[src/sv/rsom_pkg.sv]
`default_nettype none

package rsom_pkg;

  // Field widths of the pixel stream and the register file
  localparam int PIX_W   = 12;
  localparam int COL_W   = 8;
  localparam int ORG_W   = 14;
  localparam int TRIG_W  = 16;
  localparam int SIZE_W  = 12;
  localparam int KIND_W  = 3;
  localparam int CFG_IDX_W  = 3;
  localparam int CFG_DATA_W = 16;

  // Datapath widths: offset from origin, one trig product, rotated magnitude, its square
  localparam int DIFF_W = PIX_W + 3;
  localparam int PROD_W = TRIG_W + DIFF_W;
  localparam int MAG_W  = PROD_W;
  localparam int SQ_W   = 2 * MAG_W;
  localparam int SSQ_W  = 2 * SIZE_W;

  // Pipeline depth and output buffering
  localparam int PIPE_DEPTH = 7;
  localparam int FIFO_AW    = 4;
  localparam int CREDIT_W   = 4;
  localparam logic [CREDIT_W-1:0] CREDITS = CREDIT_W'(PIPE_DEPTH + 3);

  // Shape codes
  typedef enum logic [KIND_W-1:0] {
    SHAPE_NONE    = 3'd0,
    SHAPE_BAR     = 3'd1,
    SHAPE_CIRCLE  = 3'd2,
    SHAPE_ELLIPSE = 3'd3,
    SHAPE_SQUARE  = 3'd4
  } shape_kind_e;

  // Register indexes
  localparam logic [CFG_IDX_W-1:0] CFG_SHAPE_KIND = 3'd0;
  localparam logic [CFG_IDX_W-1:0] CFG_ORIGIN_X   = 3'd1;
  localparam logic [CFG_IDX_W-1:0] CFG_ORIGIN_Y   = 3'd2;
  localparam logic [CFG_IDX_W-1:0] CFG_ROT_COS    = 3'd3;
  localparam logic [CFG_IDX_W-1:0] CFG_ROT_SIN    = 3'd4;
  localparam logic [CFG_IDX_W-1:0] CFG_SIZE_A     = 3'd5;
  localparam logic [CFG_IDX_W-1:0] CFG_SIZE_B     = 3'd6;

  // Cosine resets to 1.0 in Q1.14
  localparam logic [TRIG_W-1:0] ROT_COS_RESET = 16'd16384;

  typedef struct packed {
    logic [PIX_W-1:0] pix_x;
    logic [PIX_W-1:0] pix_y;
    logic             in_mask;
    logic [COL_W-1:0] in_red;
    logic [COL_W-1:0] in_green;
    logic [COL_W-1:0] in_blue;
  } pix_in_t;

  typedef struct packed {
    logic [COL_W-1:0] out_red;
    logic [COL_W-1:0] out_green;
    logic [COL_W-1:0] out_blue;
    logic             out_mask;
  } pix_out_t;

  typedef struct packed {
    logic [KIND_W-1:0] shape_kind;
    logic [ORG_W-1:0]  origin_x;
    logic [ORG_W-1:0]  origin_y;
    logic [TRIG_W-1:0] rot_cos;
    logic [TRIG_W-1:0] rot_sin;
    logic [SIZE_W-1:0] size_a;
    logic [SIZE_W-1:0] size_b;
  } cfg_t;

endpackage

`default_nettype wire

[src/sv/rsom_out_fifo.sv]
`default_nettype none

// Output buffer: absorbs the items still in the pipeline while the receiver stalls
module rsom_out_fifo (
  input  wire logic          clk_i,
  input  wire logic          rst_ni,
  input  wire logic          push_i,
  input  rsom_pkg::pix_out_t data_i,
  input  wire logic          pop_i,
  output logic               valid_o,
  output rsom_pkg::pix_out_t data_o
);
  import rsom_pkg::*;

  localparam int DEPTH = 1 << FIFO_AW;

  pix_out_t           mem_q [DEPTH];
  logic [FIFO_AW-1:0] wr_ptr_q, rd_ptr_q;
  logic [FIFO_AW:0]   count_q, count_d;
  logic               out_free, mem_rd, mem_wr, bypass;
  logic               out_vld_q, out_vld_d;
  pix_out_t           out_q;

  // Output register refills from storage first, else straight from the pipeline
  always_comb begin
    out_free  = !out_vld_q || pop_i;
    mem_rd    = out_free && (count_q != '0);
    bypass    = out_free && (count_q == '0) && push_i;
    mem_wr    = push_i && !bypass;
    out_vld_d = out_vld_q;
    if (out_free) begin
      out_vld_d = mem_rd || bypass;
    end
    count_d = count_q + (FIFO_AW+1)'(mem_wr) - (FIFO_AW+1)'(mem_rd);
  end

  // Pointers and fill level
  always_ff @(posedge clk_i or negedge rst_ni) begin
    if (!rst_ni) begin
      wr_ptr_q  <= '0;
      rd_ptr_q  <= '0;
      count_q   <= '0;
      out_vld_q <= 1'b0;
    end else begin
      if (mem_wr) begin
        wr_ptr_q <= wr_ptr_q + 1'b1;
      end
      if (mem_rd) begin
        rd_ptr_q <= rd_ptr_q + 1'b1;
      end
      count_q   <= count_d;
      out_vld_q <= out_vld_d;
    end
  end

  // Storage and registered read
  always_ff @(posedge clk_i) begin
    if (mem_wr) begin
      mem_q[wr_ptr_q] <= data_i;
    end
    if (mem_rd) begin
      out_q <= mem_q[rd_ptr_q];
    end else if (bypass) begin
      out_q <= data_i;
    end
  end

  assign valid_o = out_vld_q;
  assign data_o  = out_q;

endmodule

`default_nettype wire

[config.mk]
export PLATFORM = sky130hd
export DESIGN_NAME = rsom_out_fifo
export DESIGN_NICKNAME = d
export VERILOG_FILES = /design/src/sv/rsom_pkg.sv /design/src/sv/rsom_out_fifo.sv
export SDC_FILE = /design/constraint.sdc
export NUM_CORES = 1
export LEC_CHECK = 0
export BUFFER_PORTS_ARGS = -buffer_cell sky130_fd_sc_hd__buf_2
export CAP_MARGIN = 20
export CORE_UTILIZATION = 45
export CTS_BUF_LIST = sky130_fd_sc_hd__clkbuf_2 sky130_fd_sc_hd__clkbuf_4 sky130_fd_sc_hd__clkbuf_8
export CTS_CLUSTER_SIZE = 8
export DETAILED_ROUTE_END_ITERATION = 6
export PLACE_DENSITY_LB_ADDON = 0.3
export SYNTH_ARGS = -nofsm -noshare
export SYNTH_HDL_FRONTEND = slang
export SYNTH_SLANG_ARGS = --single-unit
[constraint.sdc]
create_clock -name clk_i -period 3.7 [get_ports clk_i]
set_input_delay 0.74 -clock clk_i [delete_from_list [all_inputs] [get_ports clk_i]]
set_output_delay 0.74 -clock clk_i [all_outputs]
set_load 0.1 [all_outputs]
Word-level counts from Yosys, hierarchy flattened
Memories as Yosys holds them, arrays and structs flattened.
Cells that the tools add are included.

word-level totals
  flip-flop bits (word level) = 39
  bits in writable memories = 400
  bits of input ports = 29
  output and inout port bits = 26
  word-level logic and storage cells = 28
  memories kept = 1

cells by class
  $add $sub $neg = 4
  mux-type cells = 4
  reductions and logical operators = 11

memory list
  memory  words  width  read ports  clocked after Yosys merged registers in  wr ports  line                 text
  mem_q   16     25     1           0                                        1         rsom_out_fifo.sv:17  pix_out_t mem_q [DEPTH];

operators by type and width
  cell                                                           count
  25-bit two-way mux                                             2
  4-bit by 1-bit adder with 4-bit output, second input constant  2
  5-bit by 1-bit adder with 5-bit output                         1
  5-bit zero test                                                1
  5-bit nonzero test                                             1
  5-bit by 1-bit subtractor with 5-bit output                    1
  1-bit logical AND                                              4
  1-bit zero test                                                2
  1-bit logical OR                                               2
  1-bit two-way mux                                              2
  2-bit nonzero test                                             1

Logic depth before layout (Yosys ltp)
  depth after elaboration = 8
  depth in mapped cells = 14
  mapped depth without buffers = 11

Worst setup path after synthesis
OpenSTA, ideal clock, no wires.

  kind = reg-to-reg
  start = register out_vld_q (netlist: valid_o)
  end = memory mem_q[3][0] (netlist name), enable pin
  setup time = 0.438 ns
  data arrival time = 3.314 ns
  required time = 3.262 ns
  path slack = -0.052 ns
  cell stages (with the launch flop) = 4
  path buffers = 0
  period minus slack after synthesis = 3.752 ns
  path through = dfrtp_1 -> nor2b_1 -> o211ai_1 -> nor3_1

between the ends
  cells in the longest elaborated chain, start to end = 8

RTL lines
  element                                  line                 text
  start, declared                          rsom_out_fifo.sv:21  logic out_vld_q, out_vld_d;
  start signal, assigned                   rsom_out_fifo.sv:52  out_vld_q <= out_vld_d;
  1-bit zero test                          rsom_out_fifo.sv:26  out_free = !out_vld_q || pop_i;
  1-bit logical OR                         rsom_out_fifo.sv:26
  1-bit logical AND (2 in a row)           rsom_out_fifo.sv:28  bypass = out_free && (count_q == '0) && push_i;
  1-bit zero test                          rsom_out_fifo.sv:29  mem_wr = push_i && !bypass;
  1-bit logical AND                        rsom_out_fifo.sv:29
  1-bit two-way mux                        rsom_out_fifo.sv:58  if (mem_wr) begin
  1-bit two-way mux (implied by the code)  rsom_out_fifo.sv:59  mem_q[wr_ptr_q] <= data_i;
  end, declared                            rsom_out_fifo.sv:17

No other way between the ends.

Final worst setup path
  start = register count_q[2]
  end = register count_q[4]

between the ends
  cells in the longest elaborated chain, start to end = 7
  elaborated cells between the ends (all ways) = 9
  those cells by class = add/sub (2); reduce/logical (7)

RTL lines
  element                                        line                 text
  start, declared                                rsom_out_fifo.sv:19  logic [FIFO_AW:0] count_q, count_d;
  start signal, assigned                         rsom_out_fifo.sv:51  count_q <= count_d;
  5-bit zero test                                rsom_out_fifo.sv:28
  1-bit logical AND (2 in a row)                 rsom_out_fifo.sv:28
  1-bit zero test                                rsom_out_fifo.sv:29
  1-bit logical AND                              rsom_out_fifo.sv:29
  5-bit by 1-bit adder with 5-bit output         rsom_out_fifo.sv:34  count_d = count_q + (FIFO_AW+1)'(mem_wr) - (FIFO_AW+1)'(mem_rd);
  5-bit by 1-bit subtractor with 5-bit output *  rsom_out_fifo.sv:34
  named net count_d[4]                           rsom_out_fifo.sv:19

Mark *: on every way through the listed nets, which the timed path passes. The rest lies on a longest branch.
A chain may end at the register's enable or synchronous reset.

==> results_dict.tcl <==
set metrics [dict create \
    finalSetupViolCount 0 \
    cts_tree "done" \
    cts_resized 0 \
    fin_nets 905 \
    grt_remaining_overflow 0 \
    dr_total_vias 7900 \
    power.density_cell_area_mw_per_mm2 770 \
    period_utilisation_layout 0.776 \
    synth.ff_latch_count 439 \
    max_clock_freq_ghz 0.348 \
    final_design_area_no_fill_mm2 0.0194 \
    cts_buffer_depth 3 \
    synth_area_mm2 0.0170 \
    number_of_antenna_violations_at_the_first_check_in_global_routing 0 \
    num_antenna_cells 0 \
    dieArea_mm2 0.0386 \
    detail_route.vias_per_cell 5.61 \
    port_buffers 54 \
    finalMaxSlewViolations 0 \
    clk-insertion-delay-late_ns 0.60 \
    postLayoutSetupSlackWorst_ns 0.827 \
    synth_top_cell_by_area "edfxtp_1" \
    yosysWarnings 0 \
    drt_iter0_markers 590 \
    sequential_area_share_after_synthesis 0.770 \
    num-fill-cells 2847 \
    max_cap_violations 0 \
    core.rowCount 70 \
    final.setup_skew_ns 0.0270 \
    worst_hold_slack_after_final_layout_ns 0.0644 \
    dpl.hpwl_um 19200 \
    cts_htree_levels 3 \
    cts_buffers 71 \
    placedInstanceArea_mm2 0.0181 \
    run_status "finished clean" \
    grt_use_total 0.190 \
    clock-root-buffer "clkbuf_8" \
    grt_start_max_net_pins 56 \
    layout_min_cycle_time_ns 2.87 \
    timing.setup.tns_ns 0 \
    synth_flop_cell "edfxtp_1" \
    vdd_ir_drop_max_mv 0.422 \
    floorplan.die.height_um 196 \
    initial_utilization 0.462 \
    rsz0062_at_grt "false" \
    power_leakage_nw 6.26 \
    min-delay-path-class "in -> async" \
    syn-mean-instance-area_um2 22.4 \
    detail_route.first_pass.iterations 5 \
    synth_top_cell_area_share 0.750 \
    clock_sink_count 439 \
    core_area_mm2 0.0369 \
    synth.net_count 800 \
    timing.critical_path.fanout_max 20 \
    report.final.hold_viol_count 0 \
    top_level_ports 55 \
    utilization 0.526 \
    synth_top_cells_by_area "edfxtp_1 (75%), mux4_2 (13%), dfrtp_1 (2.1%)" \
    yosys.cell_types.count 35 \
    timing.critical_path.required_ns 4.16 \
    timing.setup.critical_path_class "reg -> reg" \
    timing.slew.headroom 0.287 \
    fp.dieW_um 196 \
    arrival_ns 3.33 \
    numPlacedInstances 1292 \
    worst_slew_pin_tran_ns 1.07 \
    worst_setup_path_start_kind "register" \
    grt_pass1_wl_um 53100 \
    synth-edff-count 425 \
    total_power_consumption_of_the_routed_design_mw 14.9 \
    synthesis.instances 759 \
    flow.area_growth_from_synthesis_pct 14.0 \
    worst_setup_hold_path_clk_slew_ns 0.06 \
    cts-hold-fix-buffers 0 \
    route.antenna.remaining_nets 0 \
    pre_cts_ws_ns 0.794 \
    routed_wire_length_per_instance_um 25.1 \
    drcViolationCount 0 \
    synth-async-reset-ratio 0.0319 \
    finalWirelength_um 35400 \
    final_cells 1408 \
    first_global_vias 8441 \
    end_kind "register" \
    global_placer_s_final_weighted_congestion 0.726 \
    cts_setup_buffers 0 \
    post_route_cells_drive_above_1_share 0.364 \
]
cells by family (layout without fill, tap and decap cells):
| kind of cell | Yosys count | count (layout) | synth area share |
|---|---|---|---|
| fa+ha+maj | 12 | 12 | 0.00926 |
| buf+inv | 53 | 198 | 0.0162 |
| xor+xnor | 10 | 10 | 0.00514 |
| flops | 439 | 439 | 0.770 |
| simple gates | 33 | 33 | 0.0100 |
| compound gates | 85 | 85 | 0.0407 |
| mux | 127 | 127 | 0.148 |
critical path: stages, from the launching register on:
cell      delay (ns)
dfrtp_1         0.37
inv_1           0.08
ha_1            0.13
or4b_1          0.42
buf_4           0.23
o21ai_1         0.29
ha_1            0.18
inv_1           0.04
ha_1            0.20
fa_1            0.43
a21oi_1         0.16
o21bai_1        0.08
xnor2_1         0.13
layout by cell type (no fill, tap or decap), types with 8 or more instances in the layout:
cell | synthesis | layout
buf_12 | 0 | 8
mux2i_1 | 25 | 25
edfxtp_1 | 425 | 425
clkbuf_8 | 0 | 72
buf_2 | 11 | 54
ha_1 | 11 | 11
buf_4 | 3 | 15
a21oi_1 | 27 | 27
clkbuf_4 | 0 | 28
a221oi_2 | 20 | 20
o22ai_1 | 25 | 25
dfrtp_1 | 14 | 11
nor2_4 | 0 | 13
mux4_2 | 100 | 100
flip-flops by register name (all words and copies together), names as in the netlist:
signal / cells
mem_q: 400
data_o: 25
count_q: 5
rd_ptr_q: 4
wr_ptr_q: 4
valid_o: 1
layer usage:
layer,wire length [um],track usage,up-vias
met5,0,0,-
met4,708,0.0590,0
met3,1630,0.0313,62
met2,17500,0.307,226
met1,15600,0.268,4175
li1,-,-,3437
synth_stat cells (all sizes together), types with 2 or more instances:
cell / instances
a21oi: 27
a221oi: 25
and3: 3
buf: 34
clkbuf: 12
dfrtp: 14
edfxtp: 425
ha: 11
inv: 7
mux2: 2
mux2i: 25
mux4: 100
nand2: 2
nand2b: 4
nand3: 2
nor2: 14
nor3: 4
o211ai: 5
o22ai: 25
xnor2: 6
xor2: 4
worst paths after layout:
| path | from | endpoint | slack [ns] | depth (start not counted) |
|---|---|---|---|---|
| worst min-delay path | rst_ni | wr_ptr_q[2]$_DFFE_PN0P_ | 0.06 | 1 |
| worst max register to register | count_q[2]$_DFF_PN0_ | count_q[4]$_DFF_PN0_ | 0.83 | 12 |
| worst max-delay path | count_q[2]$_DFF_PN0_ | count_q[4]$_DFF_PN0_ | 0.83 | 12 |
| worst min register to register | count_q[0]$_DFF_PN0_ | count_q[0]$_DFF_PN0_ | 0.52 | 1 |
| max in group asynchronous | rst_ni | rd_ptr_q[2]$_DFFE_PN0N_ | 3.33 | 1 |
| min in group clk_i | count_q[0]$_DFF_PN0_ | count_q[0]$_DFF_PN0_ | 0.52 | 1 |
final cells by class:
cell class | count | area (um2) | share of cell area
flip-flops and latches | 439 | 13100 | 0.676
multi-input cells | 267 | 3780 | 0.195
clock buffers | 100 | 1200 | 0.0619
well taps | 504 | 631 | 0.0325
repair buffers | 78 | 571 | 0.0294
clock inverters | 13 | 80.1 | 0.00413
inverters | 7 | 26.3 | 0.00135
power by group:
group	internal (mW)	leakage [nW]	switching (mW)
clock	2.09	0.687	1.81
sequential	6.15	4.01	0.460
combinational	1.84	1.56	2.60
total	10.1	6.26	4.88
(Power assumes the default switching activity.)
