## src/sv/rsom_pkg.sv

```systemverilog
`default_nettype none

package rsom_pkg;

  // Field widths of the pixel stream and the register file
  localparam int PIX_W   = 12;
  localparam int COL_W   = 8;
  localparam int ORG_W   = 14;
  localparam int TRIG_W  = 16;
  localparam int SIZE_W  = 12;
  localparam int KIND_W  = 3;
  localparam int CFG_IDX_W  = 3;
  localparam int CFG_DATA_W = 16;

  // Datapath widths: offset from origin, one trig product, rotated magnitude, its square
  localparam int DIFF_W = PIX_W + 3;
  localparam int PROD_W = TRIG_W + DIFF_W;
  localparam int MAG_W  = PROD_W;
  localparam int SQ_W   = 2 * MAG_W;
  localparam int SSQ_W  = 2 * SIZE_W;

  // Pipeline depth and output buffering
  localparam int PIPE_DEPTH = 7;
  localparam int FIFO_AW    = 4;
  localparam int CREDIT_W   = 4;
  localparam logic [CREDIT_W-1:0] CREDITS = CREDIT_W'(PIPE_DEPTH + 3);

  // Shape codes
  typedef enum logic [KIND_W-1:0] {
    SHAPE_NONE    = 3'd0,
    SHAPE_BAR     = 3'd1,
    SHAPE_CIRCLE  = 3'd2,
    SHAPE_ELLIPSE = 3'd3,
    SHAPE_SQUARE  = 3'd4
  } shape_kind_e;

  // Register indexes
  localparam logic [CFG_IDX_W-1:0] CFG_SHAPE_KIND = 3'd0;
  localparam logic [CFG_IDX_W-1:0] CFG_ORIGIN_X   = 3'd1;
  localparam logic [CFG_IDX_W-1:0] CFG_ORIGIN_Y   = 3'd2;
  localparam logic [CFG_IDX_W-1:0] CFG_ROT_COS    = 3'd3;
  localparam logic [CFG_IDX_W-1:0] CFG_ROT_SIN    = 3'd4;
  localparam logic [CFG_IDX_W-1:0] CFG_SIZE_A     = 3'd5;
  localparam logic [CFG_IDX_W-1:0] CFG_SIZE_B     = 3'd6;

  // Cosine resets to 1.0 in Q1.14
  localparam logic [TRIG_W-1:0] ROT_COS_RESET = 16'd16384;

  typedef struct packed {
    logic [PIX_W-1:0] pix_x;
    logic [PIX_W-1:0] pix_y;
    logic             in_mask;
    logic [COL_W-1:0] in_red;
    logic [COL_W-1:0] in_green;
    logic [COL_W-1:0] in_blue;
  } pix_in_t;

  typedef struct packed {
    logic [COL_W-1:0] out_red;
    logic [COL_W-1:0] out_green;
    logic [COL_W-1:0] out_blue;
    logic             out_mask;
  } pix_out_t;

  typedef struct packed {
    logic [KIND_W-1:0] shape_kind;
    logic [ORG_W-1:0]  origin_x;
    logic [ORG_W-1:0]  origin_y;
    logic [TRIG_W-1:0] rot_cos;
    logic [TRIG_W-1:0] rot_sin;
    logic [SIZE_W-1:0] size_a;
    logic [SIZE_W-1:0] size_b;
  } cfg_t;

endpackage

`default_nettype wire

```

## src/sv/rsom_rotate.sv

```systemverilog
`default_nettype none

// Stages 1 to 3: offset from origin, trig products, rotation and magnitude
module rsom_rotate #(
  parameter int COORD_BITS = 12
) (
  input  wire logic                      clk_i,
  input  wire logic                      rst_ni,
  input  wire logic                      valid_i,
  input  rsom_pkg::pix_in_t              item_i,
  input  rsom_pkg::cfg_t                 cfg_i,
  output logic                           valid_o,
  output logic [rsom_pkg::MAG_W-1:0]     arx_o,
  output logic [rsom_pkg::MAG_W-1:0]     ary_o,
  output rsom_pkg::pix_out_t             pix_o
);
  import rsom_pkg::*;

  localparam int CB_EFF = (COORD_BITS < PIX_W) ? COORD_BITS : PIX_W;
  localparam logic [PIX_W-1:0] CMASK = PIX_W'((64'd1 << CB_EFF) - 64'd1);
  localparam int RW = PROD_W + 1;

  logic [2:0] valid_q;

  logic [PIX_W-1:0]         px, py;
  logic signed [DIFF_W-1:0] dx_d, dy_d, dx_q, dy_q;
  pix_out_t                 pix1_q, pix2_q, pix3_q;

  logic signed [TRIG_W-1:0] cos_s, sin_s;
  logic signed [PROD_W-1:0] p_cx_d, p_sy_d, p_cy_d, p_sx_d;
  logic signed [PROD_W-1:0] p_cx_q, p_sy_q, p_cy_q, p_sx_q;

  logic signed [RW-1:0] rx, ry;
  logic [RW-1:0]        rx_neg, ry_neg;
  logic [MAG_W-1:0]     arx_d, ary_d, arx_q, ary_q;

  // Stage 1: pixel minus origin
  always_comb begin
    px   = item_i.pix_x & CMASK;
    py   = item_i.pix_y & CMASK;
    dx_d = $signed({{(DIFF_W-PIX_W){1'b0}}, px})
         - $signed({{(DIFF_W-ORG_W){cfg_i.origin_x[ORG_W-1]}}, cfg_i.origin_x});
    dy_d = $signed({{(DIFF_W-PIX_W){1'b0}}, py})
         - $signed({{(DIFF_W-ORG_W){cfg_i.origin_y[ORG_W-1]}}, cfg_i.origin_y});
  end

  // Stage 2: four signed products
  always_comb begin
    cos_s  = $signed(cfg_i.rot_cos);
    sin_s  = $signed(cfg_i.rot_sin);
    p_cx_d = cos_s * dx_q;
    p_sy_d = sin_s * dy_q;
    p_cy_d = cos_s * dy_q;
    p_sx_d = sin_s * dx_q;
  end

  // Stage 3: rotated coordinates and their magnitudes
  always_comb begin
    rx = $signed({p_cx_q[PROD_W-1], p_cx_q}) + $signed({p_sy_q[PROD_W-1], p_sy_q});
    ry = $signed({p_cy_q[PROD_W-1], p_cy_q}) - $signed({p_sx_q[PROD_W-1], p_sx_q});
    rx_neg = -rx;
    ry_neg = -ry;
    arx_d  = rx[RW-1] ? rx_neg[MAG_W-1:0] : rx[MAG_W-1:0];
    ary_d  = ry[RW-1] ? ry_neg[MAG_W-1:0] : ry[MAG_W-1:0];
  end

  // Valid bits
  always_ff @(posedge clk_i or negedge rst_ni) begin
    if (!rst_ni) begin
      valid_q <= '0;
    end else begin
      valid_q <= {valid_q[1:0], valid_i};
    end
  end

  // Data registers
  always_ff @(posedge clk_i) begin
    dx_q   <= dx_d;
    dy_q   <= dy_d;
    pix1_q <= '{out_red: item_i.in_red, out_green: item_i.in_green,
                out_blue: item_i.in_blue, out_mask: item_i.in_mask};
    p_cx_q <= p_cx_d;
    p_sy_q <= p_sy_d;
    p_cy_q <= p_cy_d;
    p_sx_q <= p_sx_d;
    pix2_q <= pix1_q;
    arx_q  <= arx_d;
    ary_q  <= ary_d;
    pix3_q <= pix2_q;
  end

  assign valid_o = valid_q[2];
  assign arx_o   = arx_q;
  assign ary_o   = ary_q;
  assign pix_o   = pix3_q;

endmodule

`default_nettype wire

```

## config.mk

```make
export PLATFORM = sky130hd
export DESIGN_NAME = rsom_rotate
export DESIGN_NICKNAME = d
export VERILOG_FILES = /design/src/sv/rsom_pkg.sv /design/src/sv/rsom_rotate.sv
export SDC_FILE = /design/constraint.sdc
export NUM_CORES = 2
export LEC_CHECK = 0
export BUFFER_PORTS_ARGS = -buffer_cell sky130_fd_sc_hd__buf_2
export CAP_MARGIN = 25
export CORE_MARGIN = 1.5
export CORE_UTILIZATION = 60
export DETAILED_ROUTE_END_ITERATION = 8
export PLACE_DENSITY = 0.9
export SLEW_MARGIN = 30
export SYNTH_ARGS = -nofsm -noshare
export SYNTH_HDL_FRONTEND = slang
export SYNTH_SLANG_ARGS = --single-unit
```

## constraint.sdc

```tcl
create_clock -name clk_i -period 7.1 [get_ports clk_i]
set_clock_uncertainty 0.2 [all_clocks]
set_input_delay 0.71 -clock clk_i [delete_from_list [all_inputs] [get_ports clk_i]]
set_output_delay 0.71 -clock clk_i [all_outputs]
set_load 0.03 [all_outputs]
```

# Word level (Yosys, flattened, before mapping)
# Cells that the tools add are included.
# Widths: inputs -> output; s select.
[totals]
word_cells = 33
output_inout_bits = 88
register_bits = 294
[classes]
mux = 2
mul = 4
addsub = 6
[op_table]
columns = ["op", "count"]
rows = [
  ["$mul 16x15->31", 4],
  ["$mux 31", 2],
  ["$neg 31->31", 2],
  ["$add 31x31->32", 1],
  ["$sub 31x31->32", 1],
  ["$sub 13x14->15", 2],
]

# Depth between registers and ports, before layout
[logic_depth]
word_depth = 3
depth_mapped = 26

# Least setup slack after synthesis
# Ideal clock, no wire load.
[synth_path]
kind = "input-to-reg"
startpoint = "in cfg_i[50] (netlist name)"
endpoint = "reg p_cx_q[30]"
arrival_time_ns = 6.544
setup_time_ns = 0.086
slack_ns = 0.271
required_time_ns = 6.814
path_buffers = 1
path_stages = 25
path_cell_list = "clkbuf_1 -> nand2_1 -> fa_1 -> fa_1 -> inv_1 -> fa_1 -> inv_1 -> fa_1 -> inv_1 -> fa_1 -> inv_1 -> fa_1 -> inv_1 -> ha_1 -> o21a_1 -> o21ai_0 -> inv_1 -> a21boi_0 -> o211ai_1 -> a31oi_1 -> nor2b_1 -> o311a_1 -> o41ai_1 -> nor2_1 -> a211oi_1"
[synth_via]
elab_chain_cells = 1
[synth_rtl]
columns = ["element", "line_no", "text"]
rows = [
  ["start, declared", "rsom_rotate.sv:11", "input rsom_pkg::cfg_t cfg_i,"],
  ["$mul 16x15->31", "rsom_rotate.sv:51", "p_cx_d = cos_s * dx_q;"],
  ["via p_cx_d[30]", "rsom_rotate.sv:30", "logic signed [PROD_W-1:0] p_cx_d, p_sy_d, p_cy_d, p_sx_d;"],
  ["end signal, assigned", "rsom_rotate.sv:82", "p_cx_q <= p_cx_d;"],
  ["end, declared", "rsom_rotate.sv:31", "logic signed [PROD_W-1:0] p_cx_q, p_sy_q, p_cy_q, p_sx_q;"],
]
# The timed path passes the listed nets, and every way through them passes these cells.

# Worst setup path after layout
[layout_path]
startpoint = "reg dy_q[9]"
endpoint = "reg p_cy_q[28]"
[layout_via]
elab_chain_cells = 1
[layout_rtl]
columns = ["element", "line_no", "text"]
rows = [
  ["start, declared", "rsom_rotate.sv:26", "logic signed [DIFF_W-1:0] dx_d, dy_d, dx_q, dy_q;"],
  ["start signal, assigned", "rsom_rotate.sv:79", "dy_q <= dy_d;"],
  ["$mul 16x15->31", "rsom_rotate.sv:53", "p_cy_d = cos_s * dy_q;"],
  ["via p_cy_d[28]", "rsom_rotate.sv:30", ""],
  ["end signal, assigned", "rsom_rotate.sv:84", "p_cy_q <= p_cy_d;"],
  ["end, declared", "rsom_rotate.sv:31", ""],
]
# The timed path passes the listed nets, and every way through them passes these cells.

==> out/results.txt <==
r2r setup slk -> 0.19 ns
H-Tree Depth -> 2
Least-Margin Pin Slew -> 0.760 ns
Synth Register Bits -> 294
Top FF cell, synth -> dfxtp_1
Placed Area -> 50700 um^2
crit path time final -> 6.91 ns
post-synth cell types -> 88
critical path startpoint -> dy_q[9]$_DFF_P_
Synth Area in Adders -> 50.6%
Finished Cell Area -> 52000 um^2
Die Height -> 285 um
vias in the first global route -> 40.0k
DRT Wirelength -> 118000 um
RSZ-0062 raised after global routing -> false
post-DR wirelength/cell -> 18.3 um
CTS tree -> yes
PortBufs -> 199
sequential fraction of the synthesis area -> 12.3%
Cell Count, Final, Fillers Out -> 6461
setup violators final -> 0
die width -> 285 um
Post-synth EDFFs -> 0
Core ar. -> 79000 um^2
CP max stage delay -> 0.64 ns
Crit path top cell by count -> fa_1
Initial Utilization -> 60.6%
fraction of layout cells with a size suffix above 1 -> 8.49%
outcome -> finished clean
CTS Sinks -> 294
fin crit share -> 97.3%
Placed Cells -> 6391
Crit. End Element -> flip-flop
Crit-path slowest cell -> dfxtp_2
Hold WC Path Type -> primary input to flip-flop
Vias/cell -> 5.63
syn_nets -> 6711
final design utilization -> 65.8%
RePlAce Congestion -> 0.952
Reg clk slew, reported paths -> 0.06 ns
Ports -> 227
XOR/XNOR Fraction of Synth Area -> 4.70%
Crit path arrival time -> 7.15 ns
CTS Root Cell -> clkbuf_16
CP Cell Sequence -> buf_4 > nand2_1 > fa_1 > inv_1 > fa_1 > fa_1 > fa_1 > fa_1 > inv_1 > fa_1 > inv_1 > ha_1 > a21o_1 > a21oi_1 > o21ai_0 > a21oi_1 > inv_1 > a31oi_1 > o2111a_1 > nor2_1 > xnor2_1
Residual DRC -> 0
Worst setup SP type -> flip-flop
relative slew slack -> 49.3%
Total GRT Usage -> 30.0%
min-delay src -> item_i[24]
synthesized area per cell -> 9.19 um^2
area delta synth->final -> 8.66%
final hold violations -> 0
initial antenna violation count -> 7
post-synthesis instance area -> 47800 um^2
Clock Path Buffers -> 3
GRT Residual Overflow -> 0
Crit path buffers/inverters -> 5
kind of cell adding the most delay to the critical path -> adder cells
Synth Area in Compound Gates -> 6.91%
Synthesis Warnings -> 0
DR vias -> 36.4k
row count -> 103
Clk Latency, worst-skew pair -> 0.59 ns
largest net degree at the start of global routing -> 33
dpl hpwl -> 94600 um
most frequent cells in the layout -> inv_1 (1194), fa_1 (943), nand2_1 (552)
Final Max Slew Viols -> 0
mux share of post-synthesis cell area -> 0.105%
achievable clock frequency -> 145 MHz
CP required -> 7.34 ns
first-pass GRT wire length -> 195000 um
Die Area -> 81400 um^2
TNS Setup -> 0 ns
Crit Path Max Fanout -> 16
Post-Synth Simple-Gate Area -> 14.3%
NumNets Final -> 6886
commonest non-fill, non-tap cell in the layout -> inv_1
main combinational cell family by area after synthesis -> adder cells
Crit Path Category -> flip-flop to flip-flop
ys async rst share -> 1.02%
Routed Antenna Nets -> 0
Starting DRT DRC Count -> 2698
Gate Count Post-Synth -> 5204
# Max-Cap Violations -> 0
reg-to-reg startpoint -> dy_q[9]$_DFF_P_
TritonRoute pass-1 iters -> 6
total CTS buffers -> 35
[through the flow]
stage          setup WS, ns  hold WS [ns]
2_1_floorplan         0.271         0.110
3_3_place_gp        0.00334         0.110
3_5_place_dp        -0.0676         0.112
4_1_cts              0.0356        0.0132
5_1_grt              0.0265        0.0242
6_report              0.191        0.0403
[worst reg2reg max path, stage by stage (launching register included)]
cell      delay [ns]
dfxtp_2         0.64
buf_4           0.35
nand2_1         0.12
fa_1            0.54
inv_1           0.05
fa_1            0.50
fa_1            0.59
fa_1            0.48
fa_1            0.51
inv_1           0.06
fa_1            0.48
inv_1           0.05
ha_1            0.28
a21o_1          0.17
a21oi_1         0.22
o21ai_0         0.16
a21oi_1         0.21
inv_1           0.08
a31oi_1         0.34
o2111a_1        0.30
nor2_1          0.07
xnor2_1         0.36
[Yosys cell counts (10+ instances only)]
cell type	instances	area, um^2
inv_1	1194	4480
fa_1	944	18900
nand2_1	552	2070
and2_1	450	2820
ha_1	424	5310
dfxtp_1	291	5830
clkbuf_1	199	747
xnor2_1	196	1720
nor2_1	157	589
a21oi_1	144	721
o21ai_0	78	390
xor2_1	61	534
a21o_1	57	428
nand3_1	39	195
nand2b_1	37	231
nor3_1	35	175
a31oi_1	31	194
o21bai_1	27	203
o21a_1	25	188
nor2b_1	21	131
and3_1	18	113
a211oi_1	15	113
a21boi_0	15	113
nand4_1	13	81.3
or3_1	13	81.3
o31ai_1	12	90.1
o211ai_1	11	82.6
o21ai_1	10	50.1
[kinds of logic (layout without fill, tap and decap cells)]
logic type / count (synthesis) / count (layout)
AO/OA/AOI/OAI: 501 / 501
XOR/XNOR: 257 / 257
adder cells (fa/ha/maj): 1368 / 1368
buffers and inverters: 1402 / 1603
flip-flops: 294 / 294
multiplexers: 5 / 5
other: 0 / 6
AND/OR/NAND/NOR: 1377 / 1377
[path summary, 6_finish.rpt]
check | depth (start not counted) | endpoint
min reg2reg | 0 | pix2_q[14]$_DFF_P_
max reg2reg | 21 | p_cy_q[28]$_DFF_P_
max | 21 | p_cy_q[28]$_DFF_P_
min | 1 | pix1_q[0]$_DFF_P_
min in group asynchronous | 2 | valid_q[2]$_DFF_PN0_
max in group asynchronous | 2 | valid_q[0]$_DFF_PN0_
[layer usage]
metal	GRT usage (%)	part of all wire, %
met1	34.9	35
met2	50.7	49
met3	5.29	8.5
met4	20.5	7.6
met5	0.174	0.011
[final cells by class]
class	count	area (um^2)
clock buffer	44	961
tap	1050	1310
multi-input combinational	3508	36700
fill	5445	27000
sequential	294	5920
inverter	1194	4480
clock inverter	19	269
antenna	6	15.0
timing repair buffer	346	2320
[what timing repair did]
| action | in CTS | in global routing |
|---|---|---|
| setup endpoints to repair | 0 | 13 |
| buffers inserted | 0 | 0 |
| resized for setup | 0 | 21 |
| hold endpoints to repair | 3 | 0 |
| hold buffers | 1 | 0 |
[flip-flops by register name, summed over array words and instances (netlist names), 25 cells and up]
register / flops
arx_o: 31
ary_o: 31
p_cx_q: 31
p_cy_q: 31
p_sx_q: 31
p_sy_q: 31
pix1_q: 25
pix2_q: 25
pix_o: 25
Power is not shown: default switching activity piles up to over one toggle a cycle in this logic, so the estimate is an artifact.
